### src/design/nbrf_pkg.sv
// nbrf_pkg: register indexes, reset values and field widths of the run finder
// used by nonblack_block_run_finder; no dependencies
package nbrf_pkg;

    localparam int WORD_W     = 32;
    localparam int ROW_W      = 10;
    localparam int POS_W      = 13;
    localparam int ADDR_W     = 22;
    localparam int LEN_W      = 13;
    localparam int CFG_IDX_W  = 1;
    localparam int CFG_DATA_W = 32;
    localparam int WORD_BYTES = 4;

    // register indexes on the configuration port
    localparam logic [CFG_IDX_W-1:0] REG_ROW_LENGTH    = 1'd0;
    localparam logic [CFG_IDX_W-1:0] REG_BLACK_PATTERN = 1'd1;

    localparam logic [POS_W-1:0]  ROW_LENGTH_RESET    = 13'd1280;
    localparam logic [WORD_W-1:0] BLACK_PATTERN_RESET = 32'd0;

    // run descriptor between the run tracker and the address stage
    typedef struct packed {
        logic [ROW_W-1:0] row;
        logic [POS_W-1:0] row_len;
        logic [POS_W-1:0] start;
        logic [LEN_W-1:0] length;
    } run_desc_t;

endpackage

### src/design/nonblack_block_run_finder.sv
// Streams one row as 32-bit pixel-pair words, accepting one word in every cycle
// while the result side keeps up. Words are compared against the black pattern
// and grouped into blocks of BLOCK_BYTES bytes; a run of non-black blocks yields
// one descriptor (frame address, length in bytes) when it closes, at the first
// black block or at the row end. A descriptor is registered behind the run
// tracker, then again in the address stage that forms row * row_length + start
// with a single 10 x 13 multiply.
// Depends on nbrf_pkg.
module nonblack_block_run_finder
    import nbrf_pkg::*;
#(
    parameter int BLOCK_BYTES   = 128,
    parameter int MAX_ROW_BYTES = 4096
) (
    input  logic                  aclk,
    input  logic                  aresetn,

    input  logic                  cfg_wr_en,
    input  logic [CFG_IDX_W-1:0]  cfg_index,
    input  logic [CFG_DATA_W-1:0] cfg_wdata,

    input  logic                  s_valid,
    output logic                  s_ready,
    input  logic [WORD_W-1:0]     s_pixel_word,
    input  logic [ROW_W-1:0]      s_row_index,

    output logic                  m_valid,
    input  logic                  m_ready,
    output logic [ADDR_W-1:0]     m_run_address,
    output logic [LEN_W-1:0]      m_run_length
);

    localparam int OFF_W   = $clog2(BLOCK_BYTES);
    localparam int CAP     = MAX_ROW_BYTES & ~3;
    localparam int CAP_W   = 17;
    localparam logic [CAP_W-1:0]   CAP_V   = CAP_W'(CAP);
    localparam logic [OFF_W:0]     BLOCK_V = (OFF_W+1)'(BLOCK_BYTES);
    localparam logic [OFF_W:0]     STEP_O  = (OFF_W+1)'(WORD_BYTES);
    localparam logic [POS_W:0]     STEP_P  = (POS_W+1)'(WORD_BYTES);
    localparam logic [POS_W:0]     BLOCK_P = (POS_W+1)'(BLOCK_BYTES);

    // configuration
    logic [POS_W-1:0]  row_length_reg;
    logic [WORD_W-1:0] black_pattern_reg;

    // run tracking state
    logic [POS_W-1:0]  byte_position_reg, byte_position_next;
    logic [OFF_W-1:0]  block_off_reg, block_off_next;
    logic [POS_W-1:0]  block_begin_reg, block_begin_next;
    logic              block_has_color_reg, block_has_color_next;
    logic              run_open_reg, run_open_next;
    logic [POS_W-1:0]  run_start_reg, run_start_next;

    // stage between tracker and address stage
    logic              desc_valid_reg;
    run_desc_t         desc_reg, desc_next;
    logic              desc_advance;

    logic              m_valid_reg;
    logic [ADDR_W-1:0] m_run_address_reg;
    logic [LEN_W-1:0]  m_run_length_reg;

    logic              accept;
    logic              emit;
    logic [POS_W-1:0]  eff_len;
    logic [POS_W-1:0]  len_masked;
    logic [POS_W:0]    next_pos;
    logic [OFF_W:0]    off_sum;
    logic              row_end;
    logic              block_end;
    logic              color;
    logic [ROW_W+POS_W-1:0] product;

    // effective row length: multiple of four, clamped to 4 .. cap
    always_comb begin
        len_masked = row_length_reg & 13'h1FFC;
        eff_len    = len_masked;
        if (len_masked < POS_W'(WORD_BYTES)) begin
            eff_len = POS_W'(WORD_BYTES);
        end
        if ({{(CAP_W-POS_W){1'b0}}, eff_len} > CAP_V) begin
            eff_len = POS_W'(CAP);
        end
    end

    always_comb begin
        next_pos  = {1'b0, byte_position_reg} + STEP_P;
        off_sum   = {1'b0, block_off_reg} + STEP_O;
        row_end   = next_pos >= {1'b0, eff_len};
        block_end = row_end || (off_sum >= BLOCK_V);
        color     = block_has_color_reg || (s_pixel_word != black_pattern_reg);

        run_open_next        = run_open_reg;
        run_start_next       = run_start_reg;
        block_has_color_next = color;
        emit                 = 1'b0;
        desc_next.row        = s_row_index;
        desc_next.row_len    = eff_len;
        desc_next.start      = run_start_reg;
        desc_next.length     = '0;

        if (block_end) begin
            if (color) begin
                if (!run_open_reg) begin
                    run_open_next  = 1'b1;
                    run_start_next = block_begin_reg;
                end
            end else if (run_open_reg) begin
                emit             = 1'b1;
                desc_next.length = LEN_W'(block_begin_reg - run_start_reg);
                run_open_next    = 1'b0;
            end
            block_has_color_next = 1'b0;
        end

        if (row_end) begin
            if (run_open_next) begin
                emit             = 1'b1;
                desc_next.start  = run_start_next;
                desc_next.length = LEN_W'(next_pos - {1'b0, run_start_next});
                run_open_next    = 1'b0;
            end
            byte_position_next = '0;
            block_off_next     = '0;
            block_begin_next   = '0;
        end else begin
            byte_position_next = next_pos[POS_W-1:0];
            if (off_sum >= BLOCK_V) begin
                block_off_next   = OFF_W'(off_sum - BLOCK_V);
                block_begin_next = POS_W'({1'b0, block_begin_reg} + BLOCK_P);
            end else begin
                block_off_next   = off_sum[OFF_W-1:0];
                block_begin_next = block_begin_reg;
            end
        end
    end

    // pipeline flow: output register parts the result side from the tracker
    assign desc_advance = !m_valid_reg || m_ready;
    assign s_ready      = !desc_valid_reg || desc_advance;
    assign accept       = s_valid && s_ready;
    assign product      = desc_reg.row * desc_reg.row_len;

    always_ff @(posedge aclk) begin
        if (!aresetn) begin
            row_length_reg      <= ROW_LENGTH_RESET;
            black_pattern_reg   <= BLACK_PATTERN_RESET;
            byte_position_reg   <= '0;
            block_off_reg       <= '0;
            block_begin_reg     <= '0;
            block_has_color_reg <= 1'b0;
            run_open_reg        <= 1'b0;
            run_start_reg       <= '0;
            desc_valid_reg      <= 1'b0;
            m_valid_reg         <= 1'b0;
        end else begin
            if (cfg_wr_en) begin
                case (cfg_index)
                    REG_ROW_LENGTH:    row_length_reg    <= cfg_wdata[POS_W-1:0];
                    REG_BLACK_PATTERN: black_pattern_reg <= cfg_wdata[WORD_W-1:0];
                    default: ;
                endcase
            end
            if (accept) begin
                byte_position_reg   <= byte_position_next;
                block_off_reg       <= block_off_next;
                block_begin_reg     <= block_begin_next;
                block_has_color_reg <= block_has_color_next;
                run_open_reg        <= run_open_next;
                run_start_reg       <= run_start_next;
            end
            if (accept) begin
                desc_valid_reg <= emit;
            end else if (desc_advance) begin
                desc_valid_reg <= 1'b0;
            end
            if (desc_advance) begin
                m_valid_reg <= desc_valid_reg;
            end
        end
    end

    // payload registers
    always_ff @(posedge aclk) begin
        if (accept && emit) begin
            desc_reg <= desc_next;
        end
        if (desc_advance && desc_valid_reg) begin
            m_run_address_reg <= ADDR_W'(product + {{ROW_W{1'b0}}, desc_reg.start});
            m_run_length_reg  <= desc_reg.length;
        end
    end

    assign m_valid       = m_valid_reg;
    assign m_run_address = m_run_address_reg;
    assign m_run_length  = m_run_length_reg;

    // block offset and block start always describe the current byte position
    a_block_track: assert property (@(posedge aclk) disable iff (!aresetn)
        (block_begin_reg + POS_W'(block_off_reg)) == byte_position_reg)
        else $error("block tracking out of step with byte position");

    a_off_range: assert property (@(posedge aclk) disable iff (!aresetn)
        {1'b0, block_off_reg} < BLOCK_V)
        else $error("block offset beyond block size");

    a_start_order: assert property (@(posedge aclk) disable iff (!aresetn)
        run_open_reg |-> (run_start_reg <= block_begin_reg))
        else $error("open run starts after current block");

    a_len_nonzero: assert property (@(posedge aclk) disable iff (!aresetn)
        m_valid_reg |-> (m_run_length_reg != '0))
        else $error("empty run descriptor");

    a_no_overwrite: assert property (@(posedge aclk) disable iff (!aresetn)
        (m_valid_reg && !m_ready) |=> $stable(m_run_address_reg))
        else $error("stalled descriptor overwritten");

endmodule

### config.mk
export PLATFORM = sky130hd
export DESIGN_NAME = nonblack_block_run_finder
export DESIGN_NICKNAME = d
export VERILOG_FILES = /design/src/design/nbrf_pkg.sv /design/src/design/nonblack_block_run_finder.sv
export SDC_FILE = /design/constraint.sdc
export NUM_CORES = 1
export LEC_CHECK = 0
export BUFFER_PORTS_ARGS = -buffer_cell sky130_fd_sc_hd__buf_2
export CORE_ASPECT_RATIO = 2
export CORE_MARGIN = 4
export CORE_UTILIZATION = 35
export CTS_CLUSTER_DIAMETER = 150
export DETAILED_ROUTE_END_ITERATION = 7
export GPL_TIMING_DRIVEN = 0
export HOLD_SLACK_MARGIN = 0.02
export PLACE_DENSITY = 0.54
export SLEW_MARGIN = 10
export SYNTH_ARGS = -nofsm -noshare
export SYNTH_HDL_FRONTEND = slang
export SYNTH_SLANG_ARGS = --single-unit
### constraint.sdc
create_clock -name aclk -period 8.49 [get_ports aclk]
set_input_delay 0.849 -clock aclk [delete_from_list [all_inputs] [get_ports aclk]]
set_output_delay 0.849 -clock aclk [all_outputs]
set_load 0.05 [all_outputs]
After elaboration in Yosys (flattened, before gate mapping). Cells that the tools add are included.

Bits in registers: 179. Output and inout bits: 37. Bits of input ports: 80.

Equal/unequal tests: 1. Reduce and logical (&&, ||, !) cells: 14. Order comparisons: 4. Bitwise gates (word level): 1. $add $sub $neg: 7. Multiply operators: 1. Mux-type cells: 26.

Operators by type and width (number): $mux W13 (11); $mux W26 (2); $ne A32 B32 Y1 (1); $sub A13 B13 Y13 (2); $add A22 B13 Y22 (1); $mul A10 B13 Y22 (1); $add A13 B3 Y14 const B (1); $ge A14 B13 Y1 (1); $mux W7 (2); $add A13 B8 Y13 const B (1); $gt A13 B13 Y1 const B (1); $lt A13 B3 Y1 const B (1); $mux W1 (11); $add A7 B3 Y8 const B (1); $ge A8 B8 Y1 const B (1); $sub A7 B1 Y7 const B (1); $reduce_and A2 Y1 (3); $logic_or A1 B1 Y1 (4); $reduce_bool A2 Y1 (2); $logic_and A1 B1 Y1 (3); $logic_not A1 Y1 (2); $not A1 Y1 (1).

Depth between registers and ports, before layout.
Depth after elaboration: 10. Mapped depth: 24.

Worst setup path before layout. No wires, ideal clock.

Kind: reg-to-reg. From: reg desc_reg[42] (netlist name). To: reg m_run_address_reg[21] (netlist: m_run_address[21]), data pin. Arrival: 4879 ps. Required time: 8230 ps. Stages on the path, launching flop included: 20. Path buffers: 1. Period minus slack after synthesis: 5139 ps. Slack: 3351 ps. Cells stage by stage: edfxtp_1 > clkbuf_1 > nand2_1 > fa_1 > inv_1 > fa_1 > inv_1 > fa_1 > inv_1 > fa_1 > fa_1 > ha_1 > o21ai_0 > a21oi_1 > o21ai_1 > a211oi_1 > a211o_1 > a221o_1 > a21oi_1 > xnor2_1.

Longest elaborated chain between the ends: 2.

RTL lines: start: declaration (line nonblack_block_run_finder.sv:56) `run_desc_t desc_reg, desc_next;`; start signal: assignment (line nonblack_block_run_finder.sv:186) `desc_reg <= desc_next;`; $mul A10 B13 Y22 (line nonblack_block_run_finder.sv:142) `assign product = desc_reg.row * desc_reg.row_len;`; $add A22 B13 Y22 (line nonblack_block_run_finder.sv:189) `m_run_address_reg <= ADDR_W'(product + {{ROW_W{1'b0}}, desc_reg.start});`; end signal: assignment (line nonblack_block_run_finder.sv:189); end: declaration (line nonblack_block_run_finder.sv:60) `logic [ADDR_W-1:0] m_run_address_reg;`.

No other way between the ends. A chain may end at the register's enable or synchronous reset.

==> qor.txt <==
Worst slew pin tran - 0.826 ns
Period utilization - 0.697
Critical path type - reg2reg
PD cells - 160 nW/um^2
Post-synth EDFFs - 82
DR WL/cell - 15.7 um
CP required - 8.66 ns
Synth Instances - 1,165
Total gr overflow - 0
Detailed-route DRC error count - 0
CTS max path bufs - 2
Register area - 4100 sq um
Crit-path max FO - 10
Distinct cells, synth - 55
P_int - 1460 uW
GPL Wtd Cong - 0.841
CTS Hold Buffers Added - 0
Yosys top cell area share - 0.217
Hold slack final - 0.421 ns
Min Tclk post-route - 5.92 ns
Die X - 135 um
Final nets - 1,549
Sequential fraction of the synthesis area - 0.361
CTS sink cnt - 164
Crit path DAT - 6.09 ns
HP Class - reg2reg
Post-synthesis async set-or-reset flop share - 0
# Post-CTS Setup Buffers - 0
First-pass GRT wire length - 44,100 um
TNS Setup - 0 ns
Clk slew on worst S/H paths - 0.07 ns
Ant diodes - 0
Synth Warn # - 0
Synth area leaders - edfxtp_1, dfxtp_1, fa_1
Peak supply drop - 0.145 mV
Post-synth net total - 1,413
Flop-to-flop setup slack - 2.57 ns
Status - finished clean
CP most frequent cell - ha_1
CTS Buf Count - 17
Max-Cap Viols - 0
Post-CTS sizing - 0
1st-iter DRT viols - 263
P_sw - 627 uW
Post-DRT Antenna Nets - 0
Leakage power - 0.00588 uW
Worst setup EP type - flop
Vias per inst - 4.71
Slowest stage delay, CP - 0.58 ns
Die area - 35,600 sq um
Skew final - 0.0110 ns
Sw frac - 0.300
Die height - 263 um
Vias in the first global route - 8,739
Rows - 93
Layout cells sized above 1 - 0.122
Initial Util - 0.354
Final Hold Fails - 0
Pins Over Slew Limit - 0
CTS tree - done
Largest net degree at the start of global routing - 49
I/O pin total - 117
Mapped Area - 11,400 sq um
Final Setup Violations - 0
Core ar. - 32,100 sq um
Part of the power in the clock network - 0.387
Max reg flops - 47
Total power - 2090 uW
Slowest-stage cell, CP - dfxtp_1
Normalized max-slew margin - 0.446
Initial antenna violation count - 0
GRT Resource Usage Total - 0.159
Worst skew pair latency - 0.45 ns
CP startpoint kind - flop
Yosys reg bits - 164
Clock root buffer - clkbuf_16
Layout fillers - 3,256
Area of the multi-input gates - 6620 sq um
Drt pass-1 iters - 4
Sequential share of power - 0.418
Post-detail-place hpwl - 22,600 um
Final Routed Wirelength - 27,400 um
Port Buffer Count - 116
Htree depth - 4
P&R area growth vs syn - 15.4%
Leading area contributor after synthesis - edfxtp_1
Syn avg cell area - 9.75 sq um
Comb pwr share - 0.195
Synth Flop Type - edfxtp_1
Via Count - 8,203
F_max - 169 MHz
RSZ-0062 raised after global routing - no
Crit-path cells - ha_1, and3_1, clkbuf_1, nand3_1, xnor2_1, ha_1, nand2_1, o21a_1, o31ai_1, a21oi_1, a211o_1, buf_6, buf_6, nand2_1, ha_1, a21o_1, a21oi_1, o21ai_1, a31oi_1, nor2b_1, o21a_1, o41a_1, xnor2_1, o22ai_1
==> metal layers <==
layer | wire length [um] | GRT usage | up-vias | share of wire
met5 | 0 | 0 | - | 0
met4 | 864 | 0.0657 | 0 | 0.032
met3 | 863 | 0.0307 | 43 | 0.032
met2 | 16400 | 0.325 | 146 | 0.60
met1 | 9220 | 0.145 | 3893 | 0.34
li1 | - | - | 4121 | -
==> per-stage QoR <==
step                      cell area, sq um  instances   util  setup WS, ns
after global routing                 13100       1741  0.408          2.22
after CTS                            13100       1741  0.408          2.52
after floorplan                      11400       1165      -          3.35
final                                13100       1741  0.408          2.57
after detailed placement             12500       1709  0.389          2.56
after global placement               12500       1708  0.388          2.59
==> Yosys cell counts (3+ instances only) <==
| cell | n |
|---|---|
| a31oi_1 | 5 |
| edfxtp_1 | 82 |
| mux2i_1 | 7 |
| a21oi_1 | 35 |
| dfxtp_1 | 82 |
| o21a_1 | 6 |
| o21ai_0 | 17 |
| o211a_1 | 6 |
| fa_1 | 80 |
| nor3b_1 | 3 |
| a211oi_1 | 3 |
| o21bai_1 | 4 |
| or3_1 | 5 |
| a211o_1 | 4 |
| ha_1 | 88 |
| nand2b_1 | 9 |
| clkbuf_1 | 45 |
| xnor2_1 | 44 |
| o22ai_1 | 8 |
| nor2b_1 | 21 |
| a21o_1 | 10 |
| xor2_1 | 48 |
| nand2_1 | 204 |
| inv_1 | 119 |
| nor3_1 | 14 |
| nand3_1 | 17 |
| o21ai_1 | 3 |
| and2_1 | 56 |
| nor4_1 | 8 |
| o211ai_1 | 4 |
| nor2_1 | 37 |
| and3_1 | 12 |
| a21boi_0 | 46 |
| nand4_1 | 7 |
| o31ai_1 | 4 |
==> power by group through the flow <==
stage          sequential, uW  clock (uW)  combinational, uW
3_3_place_gp              893           0                405
5_1_grt                   877         858                461
2_1_floorplan             893           0                301
6_report                  874         810                407
4_1_cts                   875         834                414
3_5_place_dp              893           0                412
==> cell type report <==
| class | instances | area share |
|---|---|---|
| repair buffers | 117 | 0.0458 |
| clock buffers | 17 | 0.0325 |
| flip-flops and latches | 164 | 0.313 |
| plain buffers | 48 | 0.0150 |
| clock inverters | 15 | 0.0136 |
| inverters | 120 | 0.0344 |
| multi-input cells | 833 | 0.505 |
| well taps | 427 | 0.0408 |
==> cells by family after synthesis <==
kind of cell,synth area share
simple gates,0.164
xor+xnor,0.0710
buf+inv,0.0570
compound gates,0.101
mux,0.00716
fa+ha+maj,0.238
flops,0.361
==> critical path: cells and delay by family, from the launching register on <==
family	cells	cell delay [ns]
AOI/OAI and AO/OA	11	2.29
adders and majority gates	3	1.00
xor gates and xnor gates	2	0.67
DFF	1	0.58
buffers and inverters	3	0.55
and+or+nand+nor	5	0.53
==> layout by cell type, fill, tap and decap left out, drive strengths merged, types with 5 or more instances in the layout <==
cell / count
a21boi: 47
a21o: 10
a21oi: 35
a31oi: 5
and2: 56
and3: 12
buf: 120
clkbuf: 62
clkinv: 6
dfxtp: 82
edfxtp: 82
fa: 80
ha: 88
inv: 128
mux2i: 7
nand2: 204
nand2b: 9
nand3: 18
nand4: 7
nor2: 37
nor2b: 21
nor3: 15
nor4: 8
o211a: 6
o21a: 6
o21ai: 21
o22ai: 8
or3: 5
xnor2: 44
xor2: 48
==> final timing paths <==
check	startpoint	end	cells past startpoint
max	byte_position_reg[2]	desc_reg[12]	24
min	desc_reg[5]	m_run_length[5]	0
max reg2reg	byte_position_reg[2]	desc_reg[12]	24
min reg2reg	desc_reg[5]	m_run_length[5]	0
Note: power is estimated with default switching activity, not from simulation.
